--- src/utf8_byte_sanitizer_core_macros.svh ---
// Assertion helpers shared by the sanitizer modules.
`ifndef UTF8_BYTE_SANITIZER_CORE_MACROS_SVH
`define UTF8_BYTE_SANITIZER_CORE_MACROS_SVH

// Same-cycle implication, disabled while reset is asserted.
`define UBS_ASSERT_NOW(lbl, clk, rst_n, ante, cons, msg) \
    lbl: assert property (@(posedge clk) disable iff (!rst_n) (ante) |-> (cons)) \
        else $error(msg);

// Next-cycle implication, disabled while reset is asserted.
`define UBS_ASSERT_NEXT(lbl, clk, rst_n, ante, cons, msg) \
    lbl: assert property (@(posedge clk) disable iff (!rst_n) (ante) |=> (cons)) \
        else $error(msg);

`endif

--- src/ubs_pkg.sv ---
package ubs_pkg;

    // Default number of result groups buffered between front and back.
    localparam int QUEUE_DEPTH = 4;

    // Most results that one input byte can cause.
    localparam int MAX_RUN = 4;

    // Byte classification constants.
    localparam logic [7:0] CHAR_SPACE = 8'h20;
    localparam logic [7:0] CHAR_TILDE = 8'h7E;
    localparam logic [7:0] CHAR_TAB   = 8'h09;
    localparam logic [7:0] CHAR_LF    = 8'h0A;
    localparam logic [7:0] CHAR_CR    = 8'h0D;
    localparam logic [7:0] MASK_LEAD2 = 8'hE0;
    localparam logic [7:0] CODE_LEAD2 = 8'hC0;
    localparam logic [7:0] MASK_LEAD3 = 8'hF0;
    localparam logic [7:0] CODE_LEAD3 = 8'hE0;
    localparam logic [7:0] MASK_LEAD4 = 8'hF8;
    localparam logic [7:0] CODE_LEAD4 = 8'hF0;
    localparam logic [7:0] MASK_CONT  = 8'hC0;
    localparam logic [7:0] CODE_CONT  = 8'h80;

    // One group of results caused by a single input byte.
    typedef struct packed {
        logic [MAX_RUN-1:0][7:0] bytes;
        logic [1:0]              last_idx;
        logic                    present;
        logic                    msg_end;
    } ubs_job_t;

endpackage

--- src/ubs_in_if.sv ---
interface ubs_in_if;
    logic       valid;
    logic       ready;
    logic [7:0] in_byte;
    logic       in_last;

    modport source (output valid, output in_byte, output in_last, input ready);
    modport sink (input valid, input in_byte, input in_last, output ready);
endinterface

--- src/ubs_out_if.sv ---
interface ubs_out_if;
    logic       valid;
    logic       ready;
    logic [7:0] out_byte;
    logic       byte_present;
    logic       run_end;
    logic       message_end;

    modport source (output valid, output out_byte, output byte_present,
                    output run_end, output message_end, input ready);
    modport sink (input valid, input out_byte, input byte_present,
                  input run_end, input message_end, output ready);
endinterface

--- src/ubs_front.sv ---
`include "utf8_byte_sanitizer_core_macros.svh"

module ubs_front (
    input  logic              clk,
    input  logic              rst_n,
    ubs_in_if.sink            in_stream,
    output logic              push_valid,
    output ubs_pkg::ubs_job_t push_job,
    input  logic              push_ready
);

    logic [1:0]       needed_reg, needed_next;
    logic [1:0]       held_cnt_reg, held_cnt_next;
    logic [2:0][7:0]  held_reg, held_next;
    logic [2:0]       emit_n;
    logic             accept;
    logic [7:0]       cur;
    logic             is_cont, is_print, is_lead2, is_lead3, is_lead4;
    logic             done;

    assign in_stream.ready = push_ready;
    assign accept = in_stream.valid && push_ready;
    assign cur = in_stream.in_byte;

    // Classify the incoming byte.
    assign is_cont  = (cur & ubs_pkg::MASK_CONT) == ubs_pkg::CODE_CONT;
    assign is_lead2 = (cur & ubs_pkg::MASK_LEAD2) == ubs_pkg::CODE_LEAD2;
    assign is_lead3 = (cur & ubs_pkg::MASK_LEAD3) == ubs_pkg::CODE_LEAD3;
    assign is_lead4 = (cur & ubs_pkg::MASK_LEAD4) == ubs_pkg::CODE_LEAD4;
    assign is_print = (cur >= ubs_pkg::CHAR_SPACE && cur <= ubs_pkg::CHAR_TILDE)
                   || cur == ubs_pkg::CHAR_TAB || cur == ubs_pkg::CHAR_LF
                   || cur == ubs_pkg::CHAR_CR;

    // Sequence tracking and assembly of the result group for this byte.
    always_comb
    begin
        needed_next   = needed_reg;
        held_cnt_next = held_cnt_reg;
        held_next     = held_reg;
        emit_n        = 3'd0;
        done          = 1'b0;
        push_job      = '0;

        if (needed_reg != 2'd0) begin
            if (is_cont) begin
                done = 1'b1;
                if (needed_reg == 2'd1) begin
                    // Sequence complete: held bytes first, then this one.
                    for (int j = 0; j < ubs_pkg::MAX_RUN - 1; j++) begin
                        if (2'(j) < held_cnt_reg) begin
                            push_job.bytes[j] = held_reg[j];
                        end
                    end
                    push_job.bytes[held_cnt_reg] = cur;
                    emit_n        = 3'(held_cnt_reg) + 3'd1;
                    needed_next   = 2'd0;
                    held_cnt_next = 2'd0;
                end else begin
                    if (held_cnt_reg != 2'd3) begin
                        held_next[held_cnt_reg] = cur;
                    end
                    held_cnt_next = held_cnt_reg + 2'd1;
                    needed_next   = needed_reg - 2'd1;
                end
            end else begin
                // Interrupted sequence: drop what is held.
                needed_next   = 2'd0;
                held_cnt_next = 2'd0;
            end
        end

        if (!done) begin
            if (is_print) begin
                push_job.bytes[0] = cur;
                emit_n            = 3'd1;
            end else if (is_lead2 || is_lead3 || is_lead4) begin
                held_next[0]  = cur;
                held_cnt_next = 2'd1;
                if (is_lead2) begin
                    needed_next = 2'd1;
                end else if (is_lead3) begin
                    needed_next = 2'd2;
                end else begin
                    needed_next = 2'd3;
                end
            end
        end

        if (in_stream.in_last) begin
            needed_next   = 2'd0;
            held_cnt_next = 2'd0;
        end

        push_job.present  = emit_n != 3'd0;
        push_job.last_idx = (emit_n == 3'd0) ? 2'd0 : 2'(emit_n - 3'd1);
        push_job.msg_end  = in_stream.in_last;
    end

    assign push_valid = in_stream.valid && (emit_n != 3'd0 || in_stream.in_last);

    // Sequence state.
    always_ff @(posedge clk or negedge rst_n)
    begin
        if (!rst_n) begin
            needed_reg   <= 2'd0;
            held_cnt_reg <= 2'd0;
        end else if (accept) begin
            needed_reg   <= needed_next;
            held_cnt_reg <= held_cnt_next;
        end
    end

    // Held bytes carry no reset; only written entries are read.
    always_ff @(posedge clk)
    begin
        if (accept) begin
            held_reg <= held_next;
        end
    end

    `UBS_ASSERT_NOW(a_open_matches_held, clk, rst_n, 1'b1,
        (needed_reg == 2'd0) == (held_cnt_reg == 2'd0),
        "open sequence and held byte count disagree")
    `UBS_ASSERT_NOW(a_held_bound, clk, rst_n, 1'b1,
        3'(needed_reg) + 3'(held_cnt_reg) <= 3'd4,
        "held and missing byte counts exceed a 4-byte form")
    `UBS_ASSERT_NEXT(a_last_clears, clk, rst_n, accept && in_stream.in_last,
        needed_reg == 2'd0 && held_cnt_reg == 2'd0,
        "sequence state not cleared at message end")

endmodule

--- src/ubs_queue.sv ---
`include "utf8_byte_sanitizer_core_macros.svh"

module ubs_queue #(
    parameter int DEPTH = ubs_pkg::QUEUE_DEPTH
) (
    input  logic              clk,
    input  logic              rst_n,
    input  logic              push_valid,
    input  ubs_pkg::ubs_job_t push_job,
    output logic              push_ready,
    output logic              head_valid,
    output ubs_pkg::ubs_job_t head_job,
    input  logic              pop
);

    localparam int PW = (DEPTH > 1) ? $clog2(DEPTH) : 1;
    localparam int CW = $clog2(DEPTH + 1);

    ubs_pkg::ubs_job_t mem [DEPTH];
    logic [PW-1:0] wr_ptr_reg, rd_ptr_reg;
    logic [CW-1:0] count_reg;
    logic          push;
    logic          take;

    assign push_ready = count_reg != CW'(DEPTH);
    assign head_valid = count_reg != '0;
    assign head_job   = mem[rd_ptr_reg];
    assign push       = push_valid && push_ready;
    assign take       = pop && head_valid;

    // Storage write.
    always_ff @(posedge clk)
    begin
        if (push) begin
            mem[wr_ptr_reg] <= push_job;
        end
    end

    // Pointers and fill count.
    always_ff @(posedge clk or negedge rst_n)
    begin
        if (!rst_n) begin
            wr_ptr_reg <= '0;
            rd_ptr_reg <= '0;
            count_reg  <= '0;
        end else begin
            if (push) begin
                wr_ptr_reg <= (wr_ptr_reg == PW'(DEPTH - 1)) ? '0 : wr_ptr_reg + 1'b1;
            end
            if (take) begin
                rd_ptr_reg <= (rd_ptr_reg == PW'(DEPTH - 1)) ? '0 : rd_ptr_reg + 1'b1;
            end
            if (push && !take) begin
                count_reg <= count_reg + 1'b1;
            end else if (take && !push) begin
                count_reg <= count_reg - 1'b1;
            end
        end
    end

    `UBS_ASSERT_NEXT(a_pop_drains, clk, rst_n, take && !push,
        count_reg == $past(count_reg) - 1'b1,
        "queue count did not drop on a pop")

endmodule

--- src/ubs_back.sv ---
`include "utf8_byte_sanitizer_core_macros.svh"

module ubs_back (
    input  logic              clk,
    input  logic              rst_n,
    input  logic              head_valid,
    input  ubs_pkg::ubs_job_t head_job,
    output logic              pop,
    ubs_out_if.source         out_stream
);

    logic       out_valid_reg;
    logic [7:0] out_byte_reg;
    logic       present_reg, run_end_reg, msg_end_reg;
    logic [1:0] idx_reg, idx_next;
    logic       load;
    logic       at_last;

    assign load    = !out_valid_reg || out_stream.ready;
    assign at_last = idx_reg == head_job.last_idx;
    assign pop     = load && head_valid && at_last;
    assign idx_next = at_last ? 2'd0 : idx_reg + 2'd1;

    // Output transaction and position within the current group.
    always_ff @(posedge clk or negedge rst_n)
    begin
        if (!rst_n) begin
            out_valid_reg <= 1'b0;
            idx_reg       <= 2'd0;
        end else if (load) begin
            out_valid_reg <= head_valid;
            if (head_valid) begin
                idx_reg <= idx_next;
            end
        end
    end

    // Output payload.
    always_ff @(posedge clk)
    begin
        if (load && head_valid) begin
            out_byte_reg <= head_job.bytes[idx_reg];
            present_reg  <= head_job.present;
            run_end_reg  <= at_last;
            msg_end_reg  <= at_last && head_job.msg_end;
        end
    end

    assign out_stream.valid        = out_valid_reg;
    assign out_stream.out_byte     = out_byte_reg;
    assign out_stream.byte_present = present_reg;
    assign out_stream.run_end      = run_end_reg;
    assign out_stream.message_end  = msg_end_reg;

    `UBS_ASSERT_NOW(a_idx_in_group, clk, rst_n, head_valid,
        idx_reg <= head_job.last_idx,
        "result index ran past the end of its group")
    `UBS_ASSERT_NOW(a_end_marks, clk, rst_n, out_valid_reg && msg_end_reg,
        run_end_reg,
        "message end raised without run end")

endmodule

--- src/utf8_byte_sanitizer_core.sv ---
// UTF-8 sanitizer for a message-framed byte stream. Printable ASCII, tab, LF
// and CR pass; other control bytes, stray continuation bytes and F8-FF are
// dropped; a complete 2-, 3- or 4-byte sequence leaves as one run of bytes on
// the transaction that completes it, and an interrupted or unfinished one is
// dropped. Each input byte yields 0 to 4 output transactions; run_end marks the
// last of them and message_end the last of the message (a message whose final
// byte keeps nothing still ends with one transaction that has byte_present 0).
// Input is taken at one byte per clock. The output side drains one
// transaction per clock from its register while the receiver is ready, so a
// finished multi-byte run holds the back end until all its bytes have left;
// the QUEUE_DEPTH-entry queue between the classifier and the output stage
// absorbs that burst, and input stalls only when it is full. Each result is
// registered in the queue and then in the output register.
module utf8_byte_sanitizer_core #(
    parameter int QUEUE_DEPTH = ubs_pkg::QUEUE_DEPTH
) (
    input  logic      clk,
    input  logic      rst_n,
    ubs_in_if.sink    in_stream,
    ubs_out_if.source out_stream
);

    logic              push_valid;
    logic              push_ready;
    ubs_pkg::ubs_job_t push_job;
    logic              head_valid;
    ubs_pkg::ubs_job_t head_job;
    logic              pop;

    // Classifier and sequence tracker.
    ubs_front u_front (
        .clk        (clk),
        .rst_n      (rst_n),
        .in_stream  (in_stream),
        .push_valid (push_valid),
        .push_job   (push_job),
        .push_ready (push_ready)
    );

    // Burst buffer of result groups.
    ubs_queue #(
        .DEPTH (QUEUE_DEPTH)
    ) u_queue (
        .clk        (clk),
        .rst_n      (rst_n),
        .push_valid (push_valid),
        .push_job   (push_job),
        .push_ready (push_ready),
        .head_valid (head_valid),
        .head_job   (head_job),
        .pop        (pop)
    );

    // Serializer and output register.
    ubs_back u_back (
        .clk        (clk),
        .rst_n      (rst_n),
        .head_valid (head_valid),
        .head_job   (head_job),
        .pop        (pop),
        .out_stream (out_stream)
    );

endmodule

--- src/flat_wrapper.sv ---
// flat-port wrapper written by rule: the top's interface ports become plain ports
module utf8_byte_sanitizer_core_flat 
#(
    parameter int QUEUE_DEPTH = ubs_pkg::QUEUE_DEPTH
)
  (clk, rst_n, in_stream_valid, in_stream_in_byte, in_stream_in_last, in_stream_ready, out_stream_valid, out_stream_out_byte, out_stream_byte_present, out_stream_run_end, out_stream_message_end, out_stream_ready);
  ubs_in_if in_stream_i ();
  ubs_out_if out_stream_i ();
  input  logic clk;
  input  logic rst_n;
  input wire logic [$bits(in_stream_i.valid)-1:0] in_stream_valid;
  input wire logic [$bits(in_stream_i.in_byte)-1:0] in_stream_in_byte;
  input wire logic [$bits(in_stream_i.in_last)-1:0] in_stream_in_last;
  output wire logic [$bits(in_stream_i.ready)-1:0] in_stream_ready;
  output wire logic [$bits(out_stream_i.valid)-1:0] out_stream_valid;
  output wire logic [$bits(out_stream_i.out_byte)-1:0] out_stream_out_byte;
  output wire logic [$bits(out_stream_i.byte_present)-1:0] out_stream_byte_present;
  output wire logic [$bits(out_stream_i.run_end)-1:0] out_stream_run_end;
  output wire logic [$bits(out_stream_i.message_end)-1:0] out_stream_message_end;
  input wire logic [$bits(out_stream_i.ready)-1:0] out_stream_ready;
  assign in_stream_i.valid = in_stream_valid;
  assign in_stream_i.in_byte = in_stream_in_byte;
  assign in_stream_i.in_last = in_stream_in_last;
  assign in_stream_ready = in_stream_i.ready;
  assign out_stream_valid = out_stream_i.valid;
  assign out_stream_out_byte = out_stream_i.out_byte;
  assign out_stream_byte_present = out_stream_i.byte_present;
  assign out_stream_run_end = out_stream_i.run_end;
  assign out_stream_message_end = out_stream_i.message_end;
  assign out_stream_i.ready = out_stream_ready;
  utf8_byte_sanitizer_core #(.QUEUE_DEPTH(QUEUE_DEPTH)) u_core (.clk(clk), .rst_n(rst_n), .in_stream(in_stream_i), .out_stream(out_stream_i));
endmodule
--- config.mk ---
export PLATFORM = sky130hd
export DESIGN_NAME = utf8_byte_sanitizer_core_flat
export DESIGN_NICKNAME = d
export VERILOG_FILES = /design/src/ubs_pkg.sv /design/src/ubs_in_if.sv /design/src/ubs_out_if.sv /design/src/ubs_front.sv /design/src/ubs_queue.sv /design/src/ubs_back.sv /design/src/utf8_byte_sanitizer_core.sv /design/src/flat_wrapper.sv
export VERILOG_INCLUDE_DIRS = /design/src /design/src/src
export SDC_FILE = /design/constraint.sdc
export NUM_CORES = 1
export LEC_CHECK = 0
export ABC_AREA = 0
export BUFFER_PORTS_ARGS = -buffer_cell sky130_fd_sc_hd__buf_2
export CAP_MARGIN = 20
export CORE_ASPECT_RATIO = 0.8
export CORE_UTILIZATION = 40
export DETAILED_ROUTE_END_ITERATION = 8
export GPL_ROUTABILITY_DRIVEN = 0
export HOLD_SLACK_MARGIN = 0.15
export PLACE_DENSITY = 0.66
export SYNTH_ARGS = -nofsm -noshare
export SYNTH_HDL_FRONTEND = slang
export SYNTH_SLANG_ARGS = --single-unit
--- constraint.sdc ---
create_clock -name clk -period 4.16 [get_ports clk]
set_clock_uncertainty 0.05 [all_clocks]
set_input_delay 0.832 -clock clk [delete_from_list [all_inputs] [get_ports clk]]
set_output_delay 0.832 -clock clk [all_outputs]
set_load 0.05 [all_outputs]
==> results.toml, run 1 <==
[finish]
drive_above_1_share = 0.259
fillers = 1616
fin_nets = 501
largest_reg_flops = 144
diodes = 0
syn_to_final_growth_pct = 14.9

[clock_tree]
cts_max_path_buffers = 2
clkLatencyLatePin_ns = 0.42
hold_buffers = 0
clk_pin_slew_ns = 0.07
cts_num_sinks = 193
root_buffer = "clkbuf_16"
postCtsSetupRepairBufs = 0
cts_resized = 0
cts_tree = "yes"
numCtsBuffers = 17
htree_levels = 4

[power]
powerDensity_nw_per_um2 = 684
leakagePower_nw = 3.16
ir_drop_v = 0.000287

[timing]
fin_crit_ns = 3.13
setup_viol = 0
hold_viol = 0
worst_pin_slew_ns = 0.760
finalSetupTns_ns = 0
period_share = 0.751
maxSlewHeadroom = 0.493
rsz0062_at_grt = "no"
slew_violations = 0
fmax_ghz = 0.320
layout_setup_ws_ns = 1.03

[drt]
drc = 0
vias_per_cell = 5.45
route.detailed.wl_per_inst_um = 20.9
first_iter_violations = 367
first_pass_iters = 5
routed_wl_um = 15600
postRouteAntennaNets = 0
dr_total_vias = 4057

[grt]
grt_pass1_wl_um = 24700
antenna_found_initial = 1
grt_pass1_vias = 4230
gr-total-overflow = 0
grt_usage = 0.166
grt_max_degree = 37

[critical_path]
crit_fanout = 11
cp-start-kind = "flip-flop"
r2r_slack_ns = 1.03
rr_worst_depth = 12
path_class = "reg2reg"
cp-end-kind = "flip-flop"
worstPathRequired_ns = 4.46
cp_data_arrival_time_ns = 3.42

[floorplanning]
die_x_um = 160
initial_core_util = 0.414
die_area_um2 = 20500
coreArea_um2 = 19300
rows = 45
pin_count = 26
die_h_um = 128

[worst_hold_path]
hp-class = "in2async"

[status]
status = "complete, no violations"

[logic_synthesis]
synth_area_um2 = 7970
syn_inst = 430
synth_seq_cells = 193
ys_seq_area_frac = 0.718
syn_avg_cell_area_um2 = 18.5
yosys_warnings = 0
netlist-cell-type-count = 46

[run]
drv_cap = 0

[placed_design]
dp_hpwl_um = 9870
io_buffers = 25
pre_cts_ws_ns = 0.768
## final cells by class
type / count / area (µm²) / share of cell area
Sequential cell: 193 / 5730 / 0.625
Multi-Input combinational cell: 209 / 2130 / 0.233
Clock buffer: 28 / 626 / 0.0683
Tap cell: 258 / 323 / 0.0352
Timing Repair Buffer: 39 / 230 / 0.0251
Clock inverter: 4 / 72.6 / 0.00792
Inverter: 14 / 52.6 / 0.00573
## cells in the final DEF (no fill, tap or decap), types with 7 or more instances in the layout
cell type and instances:
inv_1 13, buf_2 25, nor2_1 30, nand2_1 20, edfxtp_1 179, mux2_2 8
dfrtp_1 13, buf_4 14, mux4_2 41, ha_1 13, a22o_1 7, a22oi_1 14
a21oi_1 7, clkbuf_16 24, and3_1 7
## cells by family after synthesis
group,after synthesis,synth area share
buffers and inverters,31,0.0162
adder cells (fa/ha/maj),14,0.0229
other,1,0.000470
multiplexers,57,0.145
AND/OR/NAND/NOR,85,0.0532
AO/OA/AOI/OAI,44,0.0391
flip-flops,193,0.718
XOR/XNOR,5,0.00549
## cells in the mapped netlist, drive strengths merged
cell / n / share of area
nand3: 2 / 0.0013
nand3b: 2 / 0.0019
xor2: 2 / 0.0022
mux4: 44 / 0.13
mux2i: 3 / 0.0038
o22a: 1 / 0.0011
clkbuf: 12 / 0.0056
mux2: 10 / 0.015
a31oi: 2 / 0.0024
a21o: 1 / 0.00094
nand2: 21 / 0.011
edfxtp: 179 / 0.67
nor3b: 4 / 0.0038
nor4b: 1 / 0.0011
a32oi: 1 / 0.0011
xnor2: 3 / 0.0033
inv: 14 / 0.0066
nand4b: 1 / 0.0011
o2bb2ai: 1 / 0.0011
a22o: 7 / 0.0077
o2111ai: 1 / 0.0011
a22oi: 14 / 0.013
dfrtp: 14 / 0.044
nor3: 2 / 0.0013
o21ai: 5 / 0.0031
and2: 6 / 0.0050
o22ai: 3 / 0.0024
or2: 1 / 0.00079
ha: 13 / 0.020
and3: 7 / 0.0055
nor2b: 4 / 0.0031
a21oi: 8 / 0.0050
nand2b: 1 / 0.00079
buf: 5 / 0.0039
fa: 1 / 0.0025
and4: 1 / 0.0011
conb: 1 / 0.00047
nor2: 30 / 0.014
nand4: 2 / 0.0016
## worst paths after layout
kind                                           endpoint                         start
min in group clk            u_core.u_queue.count_reg[2]   u_core.u_queue.count_reg[2]
hold / removal                 u_core.u_back.idx_reg[1]                         rst_n
setup reg to reg            u_core.u_queue.count_reg[2]  u_core.u_front.needed_reg[0]
setup / recovery            u_core.u_queue.count_reg[2]  u_core.u_front.needed_reg[0]
max in group asynchronous  u_core.u_queue.rd_ptr_reg[0]                         rst_n
hold reg to reg             u_core.u_queue.count_reg[2]   u_core.u_queue.count_reg[2]
## critical path, stage by stage (launching register included)
cell	delay (ns)
dfrtp_1	0.41
inv_1	0.06
ha_1	0.27
inv_1	0.13
and4_1	0.43
nand2_1	0.16
a31oi_2	0.37
ha_1	0.24
inv_1	0.07
fa_1	0.43
xor2_1	0.17
nor2_1	0.11
xor2_1	0.15
## where the power goes
group	total, W	internal [W]	switching (W)	leakage (nW)
Combinational	0.00176	0.000774	0.000985	0.983
Clock	0.00183	0.00116	0.000672	0.339
Sequential	0.00269	0.00252	0.000163	1.84
## stage by stage
stage	utilization	hold WS, ns	total power, W	std cells	instance area (µm²)
floorplan	-	0.414	0.00405	433	7980
global placement	0.440	0.433	0.00445	713	8470
detailed placement	0.440	0.452	0.00452	713	8470
CTS	0.476	0.256	0.00634	745	9160
global route	0.476	0.262	0.00658	745	9160
finish	0.476	0.259	0.00627	745	9160
## layer usage
layer	vias up	track usage	wire (µm)
li1	1802	-	-
met1	2105	0.226	6910
met2	131	0.258	7370
met3	17	0.0446	980
met4	2	0.0577	307
met5	-	0	13
Power figures use the tool's default switching activity.
==> run 2: changes to the inputs <==
--- a/config.mk
+++ b/config.mk
@@ -14,7 +14,7 @@
 export DETAILED_ROUTE_END_ITERATION = 8
 export GPL_ROUTABILITY_DRIVEN = 0
 export HOLD_SLACK_MARGIN = 0.15
-export PLACE_DENSITY = 0.66
+export PLACE_DENSITY = 0.68
 export SYNTH_ARGS = -nofsm -noshare
 export SYNTH_HDL_FRONTEND = slang
 export SYNTH_SLANG_ARGS = --single-unit
==> constraint.sdc (replaced) <==
create_clock -name clk -period 2.8 [get_ports clk]
set_clock_uncertainty 0.05 [all_clocks]
set_input_delay 0.56 -clock clk [delete_from_list [all_inputs] [get_ports clk]]
set_output_delay 0.56 -clock clk [all_outputs]
set_load 0.05 [all_outputs]
==> run 2 against run 1 <==
Net effect: largest power group unchanged; fmax grew 17%; clock power grew 31%; sequential share of layout area down 0.31 points; final area up 0.51%; non-clock buffer count rose by 14; clock-buffer cell count fell by 10; critical path type unchanged; via count up 1.7%; total power rose by 45%; worst hold slack better by 0.016 ns; critical path depth down 2; worst setup slack worse by 0.90 ns; register-to-register slack worse by 0.90 ns.
==> results.toml, run 2 (synthesis results as in run 1) <==
[status]
status = "complete, no violations"

[clock_tree]
numCtsBuffers = 17
clkLatencyLatePin_ns = 0.43
cts_num_sinks = 193
htree_levels = 4
cts_resized = 0
cts_tree = "yes"
root_buffer = "clkbuf_16"
clk_pin_slew_ns = 0.07
cts_max_path_buffers = 2

[power]
powerDensity_nw_per_um2 = 989
leakagePower_nw = 3.18
ir_drop_v = 0.000549

[worst_hold_path]
hp-class = "in2reg"
hold_depth = 2
hp-start = "out_stream_ready"
min_to = "u_core.u_back.out_stream.valid"

[timing]
setup_viol = 0
rsz0062_at_grt = "no"
fin_crit_ns = 2.67
maxSlewHeadroom = 0.547
fmax_ghz = 0.375
hold_viol = 0
period_share = 0.953
worst_pin_slew_ns = 0.679
finalSetupTns_ns = 0
slew_violations = 0

[critical_path]
rr_endpoint = "u_core.u_queue.count_reg[2]"
worstPathRequired_ns = 3.11
crit_fanout = 4
rr_worst_depth = 10
r2r_slack_ns = 0.13
cp_data_arrival_time_ns = 2.98
cp-end-kind = "flip-flop"
worstReg2RegStart = "u_core.u_queue.rd_ptr_reg[0]"
path_class = "reg2reg"
cp-start-kind = "flip-flop"

[drt]
route.detailed.wl_per_inst_um = 20.7
postRouteAntennaNets = 0
drc = 0
first_iter_violations = 334
routed_wl_um = 15700
vias_per_cell = 5.44
dr_total_vias = 4126
first_pass_iters = 5

[placed_design]
dp_hpwl_um = 9880
placed_area_um2 = 8610
io_buffers = 25

[floorplanning]
die_area_um2 = 20500
initial_core_util = 0.414
coreArea_um2 = 19300
die_x_um = 160
rows = 45
die_h_um = 128
pin_count = 26

[finish]
syn_to_final_growth_pct = 15.5
fin_nets = 515
largest_reg_flops = 144
fillers = 1639
drive_above_1_share = 0.288
final_common_cell = "edfxtp_1"
seqCellArea_um2 = 5730
final_cell_mix = "edfxtp_1 (179), mux4_2 (41), nor2_1 (30)"
diodes = 0
postLayoutCellArea_um2 = 9210
multi_input_area_um2 = 2140
fin_util = 0.478

[grt]
antenna_found_initial = 0
grt_pass1_wl_um = 24500
gr-total-overflow = 0
grt_usage = 0.164
grt_pass1_vias = 4271
grt_max_degree = 37

[run]
drv_cap = 0
-- run 2: worst max-delay path by stage --
stage | slack (ns) | start | endpoint
2_1_floorplan | 0.13 | u_core.u_back.out_stream.valid | u_core.u_queue.count_reg[1]
3_3_place_gp | 0.15 | in_stream_in_byte[2] | u_core.u_queue.count_reg[2]
3_5_place_dp | 0.12 | u_core.u_queue.rd_ptr_reg[0] | u_core.u_queue.count_reg[2]
4_1_cts | 0.1 | u_core.u_queue.rd_ptr_reg[0] | u_core.u_queue.count_reg[2]
5_1_grt | 0.00009 | u_core.u_front.needed_reg[0] | u_core.u_queue.count_reg[2]
6_report | 0.13 | u_core.u_queue.rd_ptr_reg[0] | u_core.u_queue.count_reg[2]
-- run 2: through the flow --
stage,total power (W),setup slack (ns),instances,hold WS [ns]
after global routing,0.00951,0.0000902,758,0.264
after detailed placement,0.00681,0.120,725,0.443
after floorplan,0.00602,0.129,433,0.214
final,0.00911,0.131,758,0.275
after global placement,0.00671,0.151,725,0.436
after CTS,0.00920,0.0968,757,0.257
-- run 2: metal layers --
layer  GRT usage  routed length, µm  up-vias
li1            -                  -     1833
met1       0.224               7300     2161
met2       0.255               7420      110
met3      0.0382                649       22
met4      0.0639                348        0
met5           0                  0        -
-- run 2: cell type report --
type                            instances  share of cell area
Tap cell                              258              0.0350
Sequential cell                       193               0.622
Inverter                               14             0.00571
Timing Repair Buffer                   53              0.0421
Clock inverter                         13              0.0166
Multi-Input combinational cell        209               0.232
Clock buffer                           18              0.0466
-- run 2: where the power goes --
| group | total (W) | internal (W) | leakage (nW) | switching [W] |
|---|---|---|---|---|
| sequential | 0.00392 | 0.00375 | 1.84 | 0.000179 |
| clock | 0.00240 | 0.00133 | 0.275 | 0.00107 |
| combinational | 0.00278 | 0.00123 | 1.06 | 0.00155 |
| total | 0.00911 | 0.00631 | 3.18 | 0.00280 |
-- run 2: timing repair --
action / in CTS / in global routing
endpoints found under the setup margin: 0 / 1
hold endpoints to repair: 14 / 0
hold buffers: 1 / 0
buffers inserted: 0 / 1
-- run 2: worst max-delay path, stage by stage, from the launching register on --
cell,delay (ns)
dfrtp_2,0.40
mux4_1,0.58
xnor2_1,0.16
and2_4,0.19
nand2_4,0.08
ha_1,0.19
inv_1,0.07
fa_1,0.43
xor2_1,0.17
nor2_1,0.12
xor2_1,0.15
==> run 3: changes to the inputs <==
--- a/config.mk
+++ b/config.mk
@@ -9,12 +9,12 @@
 export ABC_AREA = 0
 export BUFFER_PORTS_ARGS = -buffer_cell sky130_fd_sc_hd__buf_2
 export CAP_MARGIN = 20
-export CORE_ASPECT_RATIO = 0.8
 export CORE_UTILIZATION = 40
 export DETAILED_ROUTE_END_ITERATION = 8
 export GPL_ROUTABILITY_DRIVEN = 0
 export HOLD_SLACK_MARGIN = 0.15
 export PLACE_DENSITY = 0.68
+export RECOVER_POWER = 100
 export SYNTH_ARGS = -nofsm -noshare
 export SYNTH_HDL_FRONTEND = slang
 export SYNTH_SLANG_ARGS = --single-unit
==> run 3 against run 2 <==
Net effect: sequential share of layout area rose by 0.66 points; first-iteration DRC count rose by 12%; worst hold slack improved by 0.0035 ns; sequential power barely moved; clock-buffer cell count did not move; final area fell by 1.0%; sequential cell count did not move; critical path type unchanged.
==> results.toml, run 3 (synthesis results as in run 1) <==
[finish]
largest_reg_flops = 144
diodes = 0
postLayoutCellArea_um2 = 9110
syn_to_final_growth_pct = 14.3
drive_above_1_share = 0.208
final_cell_mix = "edfxtp_1 (179), mux4_2 (41), clkbuf_1 (41)"
final_common_cell = "edfxtp_1"
fin_nets = 520
fillers = 1678

[timing]
fmax_ghz = 0.377
hold_viol = 0
period_share = 0.947
setup_viol = 0
worst_pin_slew_ns = 0.949
rsz0062_at_grt = "no"
finalSetupTns_ns = 0
fin_crit_ns = 2.65
slew_violations = 0
maxSlewHeadroom = 0.367
holdWs_ns = 0.278

[clock_tree]
numCtsBuffers = 17
cts_tree = "yes"
clk_pin_slew_ns = 0.07
cts_max_path_buffers = 2
cts_resized = 0
cts_num_sinks = 193
htree_levels = 4
root_buffer = "clkbuf_16"
postCtsSetupRepairBufs = 0
clkLatencyLatePin_ns = 0.43

[worst_hold_path]
hp-class = "in2reg"

[floorplanning]
coreArea_um2 = 19500
rows = 51
initial_core_util = 0.408
pin_count = 26
die_area_um2 = 20500
die_h_um = 143
die_x_um = 143

[grt]
grt_pass1_vias = 4243
grt_usage = 0.165
gr-total-overflow = 0
grt_max_degree = 37
grt_pass1_wl_um = 24100
grtUsageMet1 = 0.216
met3_usage = 0.0325
use_met2 = 0.271
grt_busiest_layer = "met2"
antenna_found_initial = 0

[drt]
first_pass_iters = 5
first_iter_violations = 374
postRouteAntennaNets = 0
route.detailed.wl_per_inst_um = 19.9
vias_per_cell = 5.28
drc = 0
routed_wl_um = 15300
dr_total_vias = 4068

[placed_design]
io_buffers = 25
placed_area_um2 = 8660
dp_hpwl_um = 9850

[power]
powerDensity_nw_per_um2 = 988
ir_drop_v = 0.000508
leakagePower_nw = 3.06

[critical_path]
crit_fanout = 5
path_class = "reg2reg"
cp-start-kind = "flip-flop"
cp_data_arrival_time_ns = 2.96
worstPathRequired_ns = 3.10
cp-end-kind = "flip-flop"

[status]
status = "complete, no violations"

[run]
drv_cap = 0
## run 3: path summary, 6_finish.rpt
kind | slack (ns) | startpoint | end | depth (start not counted)
setup / recovery | 0.15 | u_core.u_queue.rd_ptr_reg[0] | u_core.u_queue.count_reg[2] | 10
hold / removal | 0.28 | out_stream_ready | u_core.u_back.out_stream.valid | 2
setup reg to reg | 0.15 | u_core.u_queue.rd_ptr_reg[0] | u_core.u_queue.count_reg[2] | 10
hold reg to reg | 0.47 | u_core.u_queue.count_reg[2] | u_core.u_queue.count_reg[2] | 1
max in group asynchronous | 1.41 | rst_n | u_core.u_queue.rd_ptr_reg[0] | 2
min in group asynchronous | 0.70 | rst_n | u_core.u_back.out_stream.valid | 2
## run 3: area by class of cell
cell class | count | area, µm² | share of cell area
Clock buffer | 18 | 429 | 0.0471
Clock inverter | 13 | 161 | 0.0177
Inverter | 14 | 52.6 | 0.00577
Multi-Input combinational cell | 209 | 2130 | 0.233
Sequential cell | 193 | 5730 | 0.628
Tap cell | 265 | 332 | 0.0364
Timing Repair Buffer | 58 | 287 | 0.0314
## run 3: power by group
group | leakage, nW | internal [W] | total (W) | switching (W)
clock | 0.279 | 0.00140 | 0.00243 | 0.00102
combinational | 0.940 | 0.00113 | 0.00265 | 0.00152
sequential | 1.84 | 0.00375 | 0.00393 | 0.000182
total | 3.06 | 0.00628 | 0.00900 | 0.00273
## run 3: metal layers
metal  up-vias  wire, µm
li1       1842         -
met5         -         0
met1      2097      6640
met4         0       210
met2       102      7860
met3        27       628
## run 3: timing repair
action | CTS | global route
hold buffers | 1 | 0
hold endpoints to repair | 14 | 0
setup endpoints to repair | 0 | 0
## run 3: worst max-delay path: stages (launching register included)
cell and delay, ns:
dfrtp_2 0.42, mux4_1 0.58, xnor2_1 0.15, and2_4 0.18, nand2_4 0.08, ha_1 0.18
inv_1 0.07, fa_1 0.44, xor2_1 0.17, nor2_1 0.12, xor2_1 0.15
## run 3: through the flow
stage	instances	power, W	worst slack (ns)	util
after floorplan	433	0.00602	0.129	-
final	770	0.00900	0.148	0.467
after detailed placement	738	0.00681	0.114	0.444
after global routing	770	0.00941	0.0157	0.467
after CTS	770	0.00921	0.114	0.474
after global placement	738	0.00673	0.164	0.444
